==> config.mk <==
export PLATFORM = sky130hd
export DESIGN_NAME = terminal_line_assembler
export DESIGN_NICKNAME = d
export VERILOG_FILES = /design/src/design/tla_pkg.sv /design/src/design/tla_front.sv /design/src/design/tla_queue.sv /design/src/design/tla_back.sv /design/src/design/terminal_line_assembler.sv
export SDC_FILE = /design/constraint.sdc
export NUM_CORES = 1
export LEC_CHECK = 0
export BUFFER_PORTS_ARGS = -buffer_cell sky130_fd_sc_hd__buf_4
export CAP_MARGIN = 40
export CORE_UTILIZATION = 58
export DETAILED_ROUTE_END_ITERATION = 12
export GPL_ROUTABILITY_DRIVEN = 0
export PLACE_DENSITY = 0.81
export SYNTH_ARGS = -nofsm -noshare
export SYNTH_HDL_FRONTEND = slang
export SYNTH_SLANG_ARGS = --single-unit
==> constraint.sdc <==
create_clock -name aclk -period 4.4 [get_ports aclk]
set_clock_uncertainty 0.05 [all_clocks]
set_input_delay 0.22 -clock aclk [delete_from_list [all_inputs] [get_ports aclk]]
set_output_delay 0.22 -clock aclk [all_outputs]
set_load 0.005 [all_outputs]
==> src/design/tla_pkg.sv <==
// Shared types, character codes and helpers for the terminal line assembler.
`default_nettype none
package tla_pkg;

    // result kinds
    localparam logic [1:0] KIND_ECHO = 2'd0;
    localparam logic [1:0] KIND_LINE = 2'd1;
    localparam logic [1:0] KIND_KEY  = 2'd2;

    // characters
    localparam logic [7:0] CH_ESC     = 8'h1b;
    localparam logic [7:0] CH_BRACKET = 8'h5b;
    localparam logic [7:0] CH_CR      = 8'h0d;
    localparam logic [7:0] CH_LF      = 8'h0a;
    localparam logic [7:0] CH_BANG    = 8'h21;
    localparam logic [7:0] CH_UP      = 8'h41;
    localparam logic [7:0] CH_DOWN    = 8'h42;
    localparam logic [7:0] CH_RIGHT   = 8'h43;
    localparam logic [7:0] CH_LEFT    = 8'h44;

    // arrow key codes
    localparam logic [7:0] KEY_UP    = 8'd0;
    localparam logic [7:0] KEY_DOWN  = 8'd1;
    localparam logic [7:0] KEY_LEFT  = 8'd2;
    localparam logic [7:0] KEY_RIGHT = 8'd3;

    // input commands
    localparam logic CMD_BYTE    = 1'b0;
    localparam logic CMD_TIMEOUT = 1'b1;

    // prefix sequence "!!!" CR LF; the empty line starts at PREFIX_CR
    localparam logic [2:0] PREFIX_FIRST = 3'd0;
    localparam logic [2:0] PREFIX_CR    = 3'd3;
    localparam logic [2:0] PREFIX_LF    = 3'd4;

    typedef enum logic [1:0] {
        OP_ECHO,
        OP_KEY,
        OP_CR_EMPTY,
        OP_CR_LINE
    } op_t;

    // work handed from front to back; for OP_CR_LINE data holds the fill count
    typedef struct packed {
        op_t        op;
        logic [7:0] data;
    } cmd_t;

    function automatic logic [7:0] prefix_char(input logic [2:0] idx);
        logic [7:0] ch;
        case (idx)
            3'd0, 3'd1, 3'd2: ch = CH_BANG;
            PREFIX_CR:        ch = CH_CR;
            default:          ch = CH_LF;
        endcase
        return ch;
    endfunction

    // {hit, code} for the third byte of an escape sequence
    function automatic logic [8:0] arrow_code(input logic [7:0] c);
        logic [8:0] r;
        case (c)
            CH_UP:    r = {1'b1, KEY_UP};
            CH_DOWN:  r = {1'b1, KEY_DOWN};
            CH_LEFT:  r = {1'b1, KEY_LEFT};
            CH_RIGHT: r = {1'b1, KEY_RIGHT};
            default:  r = {1'b0, 8'd0};
        endcase
        return r;
    endfunction

endpackage
`default_nettype wire

==> src/design/tla_front.sv <==
// Front end: accepts input transactions, tracks the fill count and classifies bytes.
`default_nettype none
module tla_front #(
    parameter int BUFFER_DEPTH = 32,
    localparam int AW = $clog2(BUFFER_DEPTH)
) (
    input  wire              aclk,
    input  wire              aresetn,
    input  wire              s_valid,
    output logic             s_ready,
    input  wire              s_command,
    input  wire  [7:0]       s_data_in,
    // queue push side
    output logic             q_push,
    output tla_pkg::cmd_t    q_cmd,
    input  wire              q_full,
    // line store write port
    output logic             wr_en,
    output logic [AW-1:0]    wr_addr,
    output logic [7:0]       wr_data,
    // back end finished the line dump
    input  wire              flush_done
);

    logic [AW-1:0] fill_reg, fill_next;
    logic          first_esc_reg, first_esc_next;
    logic          bracket_reg, bracket_next;
    logic          pending_reg, pending_next;
    logic          accept;
    logic          esc_line;
    logic [8:0]    arrow;

    assign s_ready = !pending_reg && !q_full;
    assign accept  = s_valid && s_ready;
    assign arrow   = tla_pkg::arrow_code(s_data_in);
    assign esc_line = (fill_reg == '0) ? (s_data_in == tla_pkg::CH_ESC) : first_esc_reg;

    assign wr_addr = fill_reg;
    assign wr_data = s_data_in;

    always_comb begin
        fill_next      = fill_reg;
        first_esc_next = first_esc_reg;
        bracket_next   = bracket_reg;
        pending_next   = pending_reg;
        q_push         = 1'b0;
        q_cmd.op       = tla_pkg::OP_ECHO;
        q_cmd.data     = s_data_in;
        wr_en          = 1'b0;
        if (flush_done) begin
            pending_next = 1'b0;
        end
        if (accept) begin
            if (s_command == tla_pkg::CMD_TIMEOUT) begin
                fill_next = '0;
            end else if (s_data_in == tla_pkg::CH_CR) begin
                q_push = 1'b1;
                if (fill_reg != '0) begin
                    q_cmd.op     = tla_pkg::OP_CR_LINE;
                    q_cmd.data   = 8'(fill_reg);
                    fill_next    = '0;
                    pending_next = 1'b1;
                end else begin
                    q_cmd.op = tla_pkg::OP_CR_EMPTY;
                end
            end else if (fill_reg < AW'(BUFFER_DEPTH - 1)) begin
                wr_en     = 1'b1;
                fill_next = fill_reg + 1'b1;
                if (fill_reg == AW'(0)) begin
                    first_esc_next = (s_data_in == tla_pkg::CH_ESC);
                end
                if (fill_reg == AW'(1)) begin
                    bracket_next = (s_data_in == tla_pkg::CH_BRACKET);
                end
                if (!esc_line) begin
                    q_push = 1'b1;
                end else if (fill_reg == AW'(2) && bracket_reg && arrow[8]) begin
                    q_push     = 1'b1;
                    q_cmd.op   = tla_pkg::OP_KEY;
                    q_cmd.data = arrow[7:0];
                    fill_next  = '0;
                end
            end
        end
    end

    always_ff @(posedge aclk) begin
        if (!aresetn) begin
            fill_reg      <= '0;
            first_esc_reg <= 1'b0;
            bracket_reg   <= 1'b0;
            pending_reg   <= 1'b0;
        end else begin
            fill_reg      <= fill_next;
            first_esc_reg <= first_esc_next;
            bracket_reg   <= bracket_next;
            pending_reg   <= pending_next;
        end
    end

endmodule
`default_nettype wire

==> src/design/tla_queue.sv <==
// Two-entry command queue between front and back end.
`default_nettype none
module tla_queue (
    input  wire              aclk,
    input  wire              aresetn,
    input  wire              push,
    input  tla_pkg::cmd_t    push_cmd,
    output logic             full,
    input  wire              pop,
    output logic             head_valid,
    output tla_pkg::cmd_t    head_cmd
);

    tla_pkg::cmd_t entry_reg [2];
    logic          wr_ptr_reg, rd_ptr_reg;
    logic [1:0]    count_reg, count_next;

    assign full       = (count_reg == 2'd2);
    assign head_valid = (count_reg != 2'd0);
    assign head_cmd   = entry_reg[rd_ptr_reg];

    always_comb begin
        count_next = count_reg;
        case ({push, pop})
            2'b10:   count_next = count_reg + 2'd1;
            2'b01:   count_next = count_reg - 2'd1;
            default: count_next = count_reg;
        endcase
    end

    always_ff @(posedge aclk) begin
        if (push) begin
            entry_reg[wr_ptr_reg] <= push_cmd;
        end
        if (!aresetn) begin
            wr_ptr_reg <= 1'b0;
            rd_ptr_reg <= 1'b0;
            count_reg  <= 2'd0;
        end else begin
            if (push) begin
                wr_ptr_reg <= ~wr_ptr_reg;
            end
            if (pop) begin
                rd_ptr_reg <= ~rd_ptr_reg;
            end
            count_reg <= count_next;
        end
    end

endmodule
`default_nettype wire

==> src/design/tla_back.sv <==
// Back end: line store memory and result sequencer with output register.
`default_nettype none
module tla_back #(
    parameter int BUFFER_DEPTH = 32,
    localparam int AW = $clog2(BUFFER_DEPTH)
) (
    input  wire              aclk,
    input  wire              aresetn,
    // queue pop side
    input  wire              q_valid,
    input  tla_pkg::cmd_t    q_cmd,
    output logic             q_pop,
    // line store write port
    input  wire              wr_en,
    input  wire  [AW-1:0]    wr_addr,
    input  wire  [7:0]       wr_data,
    output logic             flush_done,
    // result channel
    output logic             m_valid,
    input  wire              m_ready,
    output logic [1:0]       m_kind,
    output logic [7:0]       m_data_out,
    output logic             m_last
);

    typedef enum logic [1:0] {
        ST_IDLE,
        ST_PREFIX,
        ST_FETCH,
        ST_EMIT
    } state_t;

    logic [7:0]    line_mem [BUFFER_DEPTH];
    logic [7:0]    rd_data_reg;
    logic          rd_en;
    logic [AW-1:0] rd_addr;

    state_t        state_reg;
    logic [2:0]    seq_reg;
    logic          is_line_reg;
    logic [AW-1:0] count_reg;
    logic [AW-1:0] idx_reg;
    logic          m_valid_reg;
    logic [1:0]    m_kind_reg;
    logic [7:0]    m_data_reg;
    logic          m_last_reg;
    logic          out_free;
    logic          out_load;
    logic          last_byte;

    assign out_free   = !m_valid_reg || m_ready;
    assign last_byte  = (idx_reg == count_reg - 1'b1);
    assign q_pop      = (state_reg == ST_IDLE) && q_valid && out_free;
    assign flush_done = (state_reg == ST_EMIT) && out_free && last_byte;
    assign rd_en      = (state_reg == ST_FETCH)
                     || ((state_reg == ST_EMIT) && out_free && !last_byte);
    assign rd_addr    = (state_reg == ST_FETCH) ? '0 : idx_reg + 1'b1;
    // a new result enters the output register this cycle
    assign out_load   = (q_pop && (q_cmd.op inside {tla_pkg::OP_ECHO, tla_pkg::OP_KEY}))
                     || (((state_reg == ST_PREFIX) || (state_reg == ST_EMIT)) && out_free);

    assign m_valid    = m_valid_reg;
    assign m_kind     = m_kind_reg;
    assign m_data_out = m_data_reg;
    assign m_last     = m_last_reg;

    always_ff @(posedge aclk) begin
        if (wr_en) begin
            line_mem[wr_addr] <= wr_data;
        end
        if (rd_en) begin
            rd_data_reg <= line_mem[rd_addr];
        end
    end

    always_ff @(posedge aclk) begin
        if (!aresetn) begin
            state_reg   <= ST_IDLE;
            m_valid_reg <= 1'b0;
            seq_reg     <= tla_pkg::PREFIX_FIRST;
            is_line_reg <= 1'b0;
            count_reg   <= '0;
            idx_reg     <= '0;
            m_kind_reg  <= tla_pkg::KIND_ECHO;
            m_data_reg  <= 8'd0;
            m_last_reg  <= 1'b0;
        end else begin
            if (out_load) begin
                m_valid_reg <= 1'b1;
            end else if (m_ready) begin
                m_valid_reg <= 1'b0;
            end
            case (state_reg)
                ST_IDLE: begin
                    if (q_pop) begin
                        case (q_cmd.op)
                            tla_pkg::OP_ECHO, tla_pkg::OP_KEY: begin
                                m_kind_reg  <= (q_cmd.op == tla_pkg::OP_KEY) ?
                                               tla_pkg::KIND_KEY : tla_pkg::KIND_ECHO;
                                m_data_reg  <= q_cmd.data;
                                m_last_reg  <= 1'b1;
                            end
                            tla_pkg::OP_CR_EMPTY: begin
                                seq_reg     <= tla_pkg::PREFIX_CR;
                                is_line_reg <= 1'b0;
                                state_reg   <= ST_PREFIX;
                            end
                            default: begin
                                seq_reg     <= tla_pkg::PREFIX_FIRST;
                                is_line_reg <= 1'b1;
                                count_reg   <= q_cmd.data[AW-1:0];
                                state_reg   <= ST_PREFIX;
                            end
                        endcase
                    end
                end
                ST_PREFIX: begin
                    if (out_free) begin
                        m_kind_reg  <= tla_pkg::KIND_ECHO;
                        m_data_reg  <= tla_pkg::prefix_char(seq_reg);
                        m_last_reg  <= (seq_reg == tla_pkg::PREFIX_LF) && !is_line_reg;
                        if (seq_reg == tla_pkg::PREFIX_LF) begin
                            state_reg <= is_line_reg ? ST_FETCH : ST_IDLE;
                        end else begin
                            seq_reg <= seq_reg + 3'd1;
                        end
                    end
                end
                ST_FETCH: begin
                    idx_reg   <= '0;
                    state_reg <= ST_EMIT;
                end
                ST_EMIT: begin
                    // rd_data_reg holds line_mem[idx_reg]; next byte is read in parallel
                    if (out_free) begin
                        m_kind_reg  <= tla_pkg::KIND_LINE;
                        m_data_reg  <= rd_data_reg;
                        m_last_reg  <= last_byte;
                        if (last_byte) begin
                            state_reg <= ST_IDLE;
                        end else begin
                            idx_reg <= idx_reg + 1'b1;
                        end
                    end
                end
                default: state_reg <= ST_IDLE;
            endcase
        end
    end

endmodule
`default_nettype wire

==> src/design/terminal_line_assembler.sv <==
// Top level of the terminal line assembler: front end, command queue, back end.
//
// Input channel (s_valid/s_ready): one transaction per received terminal byte
// (s_command = 0, byte on s_data_in) or idle timeout (s_command = 1).
// Result channel (m_valid/m_ready): echo bytes, completed line bytes and arrow
// key codes on m_kind/m_data_out; m_last marks the final result of an input.
// A byte's echo or key code is registered in the queue and then loaded into the
// output register. Bytes that only update the line are held off only while the
// 2-entry queue is full or a line is being read out. A carriage return with n
// stored bytes yields 5 + n results, one per cycle while the receiver is ready,
// with a fetch bubble in ST_FETCH between the prefix and the line bytes; the
// single read port of the line store sets that pace. Input is held off from a
// nonempty carriage return until its last line byte is in the output register.
// Reset (aresetn low, synchronous) empties the line and the queue and drops a
// result waiting in the output register; the line store itself is not cleared.
// When the receiver stalls, the output register holds its result, the queue
// fills, and s_ready falls once the queue is full.
`default_nettype none
module terminal_line_assembler #(
    parameter int BUFFER_DEPTH = 32
) (
    input  wire        aclk,
    input  wire        aresetn,
    input  wire        s_valid,
    output logic       s_ready,
    input  wire        s_command,
    input  wire  [7:0] s_data_in,
    output logic       m_valid,
    input  wire        m_ready,
    output logic [1:0] m_kind,
    output logic [7:0] m_data_out,
    output logic       m_last
);

    localparam int AW = $clog2(BUFFER_DEPTH);

    logic          q_push, q_full, q_pop, q_valid;
    tla_pkg::cmd_t push_cmd, head_cmd;
    logic          wr_en;
    logic [AW-1:0] wr_addr;
    logic [7:0]    wr_data;
    logic          flush_done;

    tla_front #(.BUFFER_DEPTH(BUFFER_DEPTH)) u_front (
        .aclk       (aclk),
        .aresetn    (aresetn),
        .s_valid    (s_valid),
        .s_ready    (s_ready),
        .s_command  (s_command),
        .s_data_in  (s_data_in),
        .q_push     (q_push),
        .q_cmd      (push_cmd),
        .q_full     (q_full),
        .wr_en      (wr_en),
        .wr_addr    (wr_addr),
        .wr_data    (wr_data),
        .flush_done (flush_done)
    );

    tla_queue u_queue (
        .aclk       (aclk),
        .aresetn    (aresetn),
        .push       (q_push),
        .push_cmd   (push_cmd),
        .full       (q_full),
        .pop        (q_pop),
        .head_valid (q_valid),
        .head_cmd   (head_cmd)
    );

    tla_back #(.BUFFER_DEPTH(BUFFER_DEPTH)) u_back (
        .aclk       (aclk),
        .aresetn    (aresetn),
        .q_valid    (q_valid),
        .q_cmd      (head_cmd),
        .q_pop      (q_pop),
        .wr_en      (wr_en),
        .wr_addr    (wr_addr),
        .wr_data    (wr_data),
        .flush_done (flush_done),
        .m_valid    (m_valid),
        .m_ready    (m_ready),
        .m_kind     (m_kind),
        .m_data_out (m_data_out),
        .m_last     (m_last)
    );

endmodule
`default_nettype wire

# After elaboration in Yosys (flattened, before gate mapping)
# Memory sizes are Yosys's and may differ from the RTL's. A register that Yosys moved wholly into a read port is not among the register bits.
# Index checks and enable logic that the tools add are counted.
[word_totals]
ff_bits = 40
ramBits = 276
input_bits = 13
out_inout_bits = 13
wordCells = 184
n_memories = 2
[classes]
n_addsub = 6
order_cmp = 1
n_eq_ne = 32
muxes = 75
n_bitwise = 6
n_reduce_logical = 46
[mem_list]
columns = ["name", "words", "width", "rd", "rd_ports_with_merged_regs", "write_ports", "line", "rtl"]
rows = [
  ["u_back.line_mem", 32, 8, 1, 1, 1, "tla_back.sv:33", "logic [7:0] line_mem [BUFFER_DEPTH];"],
  ["u_queue.entry_reg", 2, 10, 1, 1, 1, "tla_queue.sv:14", "tla_pkg::cmd_t entry_reg [2];"],
]
[ops]
columns = ["operator", "n"]
rows = [
  ["$mux W10", 5],
  ["$mux W5", 9],
  ["$eq A8 B7 Y1 const B", 5],
  ["$mux W8", 5],
  ["$pmux W9 S4", 1],
  ["$mux W1", 29],
  ["$mux W2", 12],
  ["$pmux W8 S3", 1],
  ["$reduce_and A5 Y1", 3],
  ["$logic_and A1 B1 Y1", 12],
  ["$pmux W3 S2", 2],
  ["$pmux W6 S2", 1],
  ["$reduce_and A3 Y1", 4],
  ["$reduce_bool A2 Y1", 6],
  ["$add A5 B1 Y5 const B", 2],
  ["$eq A2 B2 Y1 const B", 5],
  ["$ne A2 B2 Y1 const B", 5],
  ["$pmux W5 S2", 1],
  ["$mux W3", 3],
  ["$mux W9", 1],
  ["$eq A8 B4 Y1 const B", 1],
  ["$eq A8 B5 Y1 const B", 1],
  ["$ne A2 B1 Y1 const B", 4],
  ["$pmux W2 S4", 1],
  ["other kinds (29)", 47],
]

# Depth between registers and ports, before layout
[depth]
ltp_word = 11
ltp_mapped = 11
mapped_depth_nobuf = 11

# By module
# Synthesis repeated with hierarchy kept, for this count alone.
[hier_totals]
cells_unflattened = 1019
hier_area_um2 = 13995.9
[by_module_without_submodules]
columns = ["module", "n_inst", "cells_each", "area_per_inst_um2", "seq_area_each_um2"]
rows = [
  ["tla_back", 1, 854, 12162.9, 8488.1],
  ["tla_queue", 1, 53, 937.1, 700.7],
  ["tla_front", 1, 112, 895.9, 160.2],
]

# Worst setup path after synthesis
# No wires, ideal clock.
[synth_path]
path_type = "flip-flop to flip-flop"
startpoint = "register u_front.fill_reg[0] (netlist: u_front.wr_addr[0])"
endpoint = "register u_queue.count_reg[1]"
setup_ns = 0.070
arrival_ns = 2.651
t_required_ns = 4.280
slack_ns = 1.629
stages_incl_launch_ff = 11
path_buffers = 0
synth_period_minus_slack_ns = 2.771
path_cell_list = "dfxtp_1 > inv_1 > ha_1 > or4b_4 > or4_4 > nand2_1 > a211oi_1 > nor2_1 > ha_1 > or3_1 > a21oi_1"
[synth_between]
elab_chain_len = 11
word_cells_on_any_way = 16
cone_classes = "order compare (1); eq/ne (3); mux (8); reduce/logical (4)"
[synth_rtl]
columns = ["element", "line", "rtl"]
rows = [
  ["from (decl)", "tla_front.sv:25", "logic [AW-1:0] fill_reg, fill_next;"],
  ["from (signal assigned)", "tla_front.sv:94", "fill_reg <= fill_next;"],
  ["$eq A5 B2 Y1", "tla_front.sv:77", "end else if (fill_reg == AW'(2) && bracket_reg && arrow[8]) begin"],
  ["$logic_and A1 B1 Y1 (2 in a row)", "tla_front.sv:77", ""],
  ["$mux W1", "tla_front.sv:77", ""],
  ["$mux W1", "tla_front.sv:75", "if (!esc_line) begin"],
  ["$mux W1 (*)", "tla_front.sv:66", "end else if (fill_reg < AW'(BUFFER_DEPTH - 1)) begin"],
  ["$mux W1 (*)", "tla_front.sv:56", "end else if (s_data_in == tla_pkg::CH_CR) begin"],
  ["$mux W1 (*)", "tla_front.sv:54", "if (s_command == tla_pkg::CMD_TIMEOUT) begin"],
  ["$mux W1 (*)", "tla_front.sv:53", "if (accept) begin"],
  ["$eq A2 B1 Y1 or $eq A2 B2 Y1 (tied branches)", "tla_queue.sv:24", "case ({push, pop})"],
  ["$pmux W2 S2 or $reduce_bool A2 Y1 (tied branches)", "-", ""],
  ["to (signal assigned)", "tla_queue.sv:46", "count_reg <= count_next;"],
  ["to (decl)", "tla_queue.sv:16", "logic [1:0] count_reg, count_next;"],
]
# Every way passes the cells marked *; elsewhere a longest branch is shown, timed or not.
# A chain may end at the register's enable or synchronous reset.

==> summary.txt <==
FLOORPLAN
------------------------------------------------------------------------------------------------------
Boundary Pins                                                                                       26
Floorplan row count                                                                                 55
DIE HEIGHT                                                                                      156 µm
Die outline area                                                                             24200 µm²
Floorplan Core Area                                                                          22900 µm²
Width of the die                                                                                156 µm
Effective utilization at floorplan                                                               0.597

STATUS
------------------------------------------------------------------------------------------------------
Run status                                                                                complete, no violations

YOSYS
------------------------------------------------------------------------------------------------------
Multiplexer share of the synthesized area                                                       0.0710
Number of distinct library cells after synthesis                                                    70
Syn Area/Cell                                                                                 14.3 µm²
Post-synthesis share of cell area spent on and, or, nand and nor gates                          0.0924
Largest family of logic cells by synthesized area                                         compound AO/OA/AOI/OAI gates
Commonest register cell after synthesis                                                   sky130_fd_sc_hd__edfxtp_1
Post-synthesis instance total                                                                      954
Main area contributors after synthesis                                                    sky130_fd_sc_hd__edfxtp_1 62%, sky130_fd_sc_hd__dfxtp_1 6.0%, sky130_fd_sc_hd__mux4_2 3.5%
Netlist area before placement                                                                13700 µm²
Area share of fa/ha/maj cells after synthesis                                                   0.0110
Yosys warnings                                                                                       0
Dominant cell type by area after synthesis                                                sky130_fd_sc_hd__edfxtp_1
Flip-flop and latch count after synthesis                                                          325
Fraction of the mapped netlist area in compound gates                                            0.109
Fraction of the yosys area taken by sequential cells                                             0.683
Async set or reset register ratio after synthesis                                                    0
Post-synth top area share                                                                        0.623
Number of nets produced by synthesis                                                               979
Xor/xnor share of the synthesized area                                                          0.0114
Number of enable flip-flop cells after synthesis                                                   284

CLOCKING
------------------------------------------------------------------------------------------------------
Clock transition at the register clock pins on the worst setup and hold paths after CTS        0.06 ns
TritonCTS clock tree                                                                              done
Hold-fix buffers at CTS                                                                              1
Depth of the CTS H-tree                                                                              1
Postcts setup bufs                                                                                   0
Clock root buffer master                                                                  sky130_fd_sc_hd__clkbuf_16
Total CTS buffers                                                                                   31
Clock tree buffer depth                                                                              3
Clock sink count                                                                                   325
Count of cells resized by post-cts repair                                                            0
Clock latency of the later-clocked register in the worst-skew pair                             0.56 ns

PLACED DESIGN
------------------------------------------------------------------------------------------------------
Worst-case setup slack after placement                                                         1.18 ns
Input/output buffers                                                                                25
Post-place instance area                                                                     14200 µm²
Post-Place Cells                                                                                  1253
HPWL reported at the end of detailed placement                                                20500 µm

POWER
------------------------------------------------------------------------------------------------------
PwrDens                                                                                     448 nW/µm²
Final Total Pwr                                                                                6.83 mW
Total internal power                                                                           5.24 mW
Sequential share of power                                                                        0.517
LEAKAGE                                                                                        4.90 nW
Fraction of power spent switching nets                                                           0.232
Proportion of power drawn by combinational gates                                                 0.103
Peak ir drop on the vdd network                                                             0.000360 V
Total net switching power                                                                      1.59 mW
Clock Power Share                                                                                0.380

FINISH
------------------------------------------------------------------------------------------------------
Share of the core filled with cells in the final layout                                          0.665
Number of standard cells in the final layout excluding fillers                                    1312
Final net count                                                                                   1000
Commonest non-fill, non-tap cell in the layout                                            sky130_fd_sc_hd__edfxtp_1
Final cell area excluding filler cells                                                       15200 µm²
Fraction of layout cells with a size suffix above 1                                              0.140
Number of flip-flops under the largest register name                                               256
Area grow syn2layout                                                                             11.4%
Commonest non-fill, non-tap cells in the layout                                           284 x sky130_fd_sc_hd__edfxtp_1, 76 x sky130_fd_sc_hd__nor2_1, 47 x sky130_fd_sc_hd__nand2_1, 46 x sky130_fd_sc_hd__buf_4, 43 x sky130_fd_sc_hd__mux2i_1
Fill count                                                                                        1545
Number of inserted diodes                                                                            0

CRITICAL PATH
------------------------------------------------------------------------------------------------------
Required time of the critical path                                                             4.73 ns
Critical path class                                                                            reg2reg
CP max-delay cell                                                                         sky130_fd_sc_hd__dfxtp_1
Slowest cell delay on critical path                                                            0.70 ns
R2r worst-path depth                                                                                 7
Sort of element at the end of the critical path                                              flip-flop
Worst path arrival time                                                                        3.62 ns
Type of element launching the critical path                                                  flip-flop
Cell Chain, Critical Path                                                                 nand2b_1 > nand2_2 > buf_4 > mux2i_1 > a2111oi_0 > a22oi_1 > o2111ai_1
Largest fanout on the critical path                                                                 31

GLOBAL ROUTING
------------------------------------------------------------------------------------------------------
Number of antenna violations at the first check in global routing                                    0
Met1 usage                                                                                       0.377
Leftover overflow at the end of global routing                                                       0
Routing layer with the top usage in global route                                                  met2
Via count of the first global-routing pass                                                        8350
Overall Global Routing Usage                                                                     0.273
Wire length of the first global-routing pass                                                  49100 µm
Largest net degree at the start of global routing                                                   55
GR Util met2                                                                                     0.445
Met3 Use GR                                                                                     0.0472

ROUTE
------------------------------------------------------------------------------------------------------
Vias after detailed routing                                                                       8704
Drt total wl                                                                                  32500 µm
Number of DRC violations after detailed-routing iteration 0                                       1216
WL/cell                                                                                        24.8 µm
Number of detailed-route iterations in the first pass                                                6
Drc violations                                                                                       0
Final antenna-violating net count                                                                    0
Average via count per standard cell                                                               6.63

STA
------------------------------------------------------------------------------------------------------
Transition time of the tightest slew-check pin                                                0.916 ns
Max-slew violation total from the final report                                                       0
Fin. Hold Viols                                                                                      0
Unrepaired setup endpoints after global routing                                                  false
Shortest clock period the worst path allows after layout                                       3.29 ns
Post-route fraction of the period consumed by the critical path                                  0.747
Final setup margin                                                                             1.11 ns
Setup TNS after final layout                                                                      0 ns
Final count of negative-setup-slack endpoints                                                        0
Tightest slew margin relative to the limit                                                       0.387
Fmax                                                                                           304 MHz
Worst hold slack across all endpoints                                                        0.0549 ns

MIN PATH
------------------------------------------------------------------------------------------------------
Min-Delay Path Depth                                                                                 4
Type of the tightest min-delay check                                                            in2reg

RUN
------------------------------------------------------------------------------------------------------
Count of max-cap constraint violations                                                               0

## power by group through the flow
stage | Combinational (mW) | Clock, mW | Sequential [mW]
after floorplan | 0.456 | 0 | 3.57
final | 0.701 | 2.59 | 3.53
after detailed placement | 0.694 | 0 | 3.60
after global placement | 0.665 | 0 | 3.59
after global routing | 0.771 | 2.72 | 3.54
after CTS | 0.697 | 2.60 | 3.53
## layer usage
layer,wire (µm),up-vias
li1,-,3811
met1,12600,4242
met2,15500,547
met3,3270,104
met4,1140,0
met5,0,-
## final cells by class
type / instances / area (µm²) / area share
timing repair buffer: 50 / 414 / 0.0272
inverter: 15 / 56.3 / 0.00369
clock inverter: 16 / 154 / 0.0101
multi-input combinational: 552 / 4050 / 0.265
clock buffer: 41 / 833 / 0.0547
tap: 313 / 392 / 0.0257
sequential: 325 / 9350 / 0.613
## Yosys cell counts (7+ instances only)
master and instances:
sky130_fd_sc_hd__a2111oi_0 10, sky130_fd_sc_hd__a211oi_1 12, sky130_fd_sc_hd__a21oi_1 29, sky130_fd_sc_hd__a221oi_1 11, sky130_fd_sc_hd__a311oi_1 10, sky130_fd_sc_hd__a32oi_1 8, sky130_fd_sc_hd__and2_1 10, sky130_fd_sc_hd__and3_1 14
sky130_fd_sc_hd__buf_2 8, sky130_fd_sc_hd__clkbuf_1 47, sky130_fd_sc_hd__dfxtp_1 41, sky130_fd_sc_hd__edfxtp_1 284, sky130_fd_sc_hd__ha_1 12, sky130_fd_sc_hd__inv_1 13, sky130_fd_sc_hd__mux2i_1 43, sky130_fd_sc_hd__mux4_2 21
sky130_fd_sc_hd__nand2_1 47, sky130_fd_sc_hd__nand2b_1 9, sky130_fd_sc_hd__nand3_1 33, sky130_fd_sc_hd__nand3b_1 9, sky130_fd_sc_hd__nor2_1 77, sky130_fd_sc_hd__nor2b_1 11, sky130_fd_sc_hd__nor3_1 12, sky130_fd_sc_hd__o211ai_1 11
sky130_fd_sc_hd__o21ai_0 22, sky130_fd_sc_hd__o21ai_1 12, sky130_fd_sc_hd__o221ai_1 19, sky130_fd_sc_hd__o22ai_1 7, sky130_fd_sc_hd__o311ai_1 9, sky130_fd_sc_hd__xor2_1 10
## worst paths after layout
check                                     from  slack (ns)                                end
min reg2reg  u_back.m_data_out[7]$_SDFFE_PN0P_        0.41  u_back.m_data_out[7]$_SDFFE_PN0P_
max reg2reg                          flip-flop        1.11    u_back.rd_data_reg[4]$_DFFE_PP_
min                                  s_command        0.05    u_front.wr_addr[3]$_SDFFE_PN0P_
max                                  flip-flop        1.11    u_back.rd_data_reg[4]$_DFFE_PP_
## cells by family (layout without fill, tap and decap cells)
kind of cell             count (synthesis)  in the layout
AO/OA/AOI/OAI                          201            201
XOR/XNOR                                17             17
adder cells (fa/ha/maj)                 12             12
buffers and inverters                   77            122
flip-flops                             325            325
multiplexers                            70             70
AND/OR/NAND/NOR                        252            252
## critical path, delay by kind of cell (launching register included)
family,cells,cell delay (ns)
AOI/OAI and AO/OA,3,0.97
buffers and inverters,1,0.36
DFF,1,0.70
muxes,1,0.12
and+or+nand+nor,2,0.91
Power figures use the tool's default switching activity.
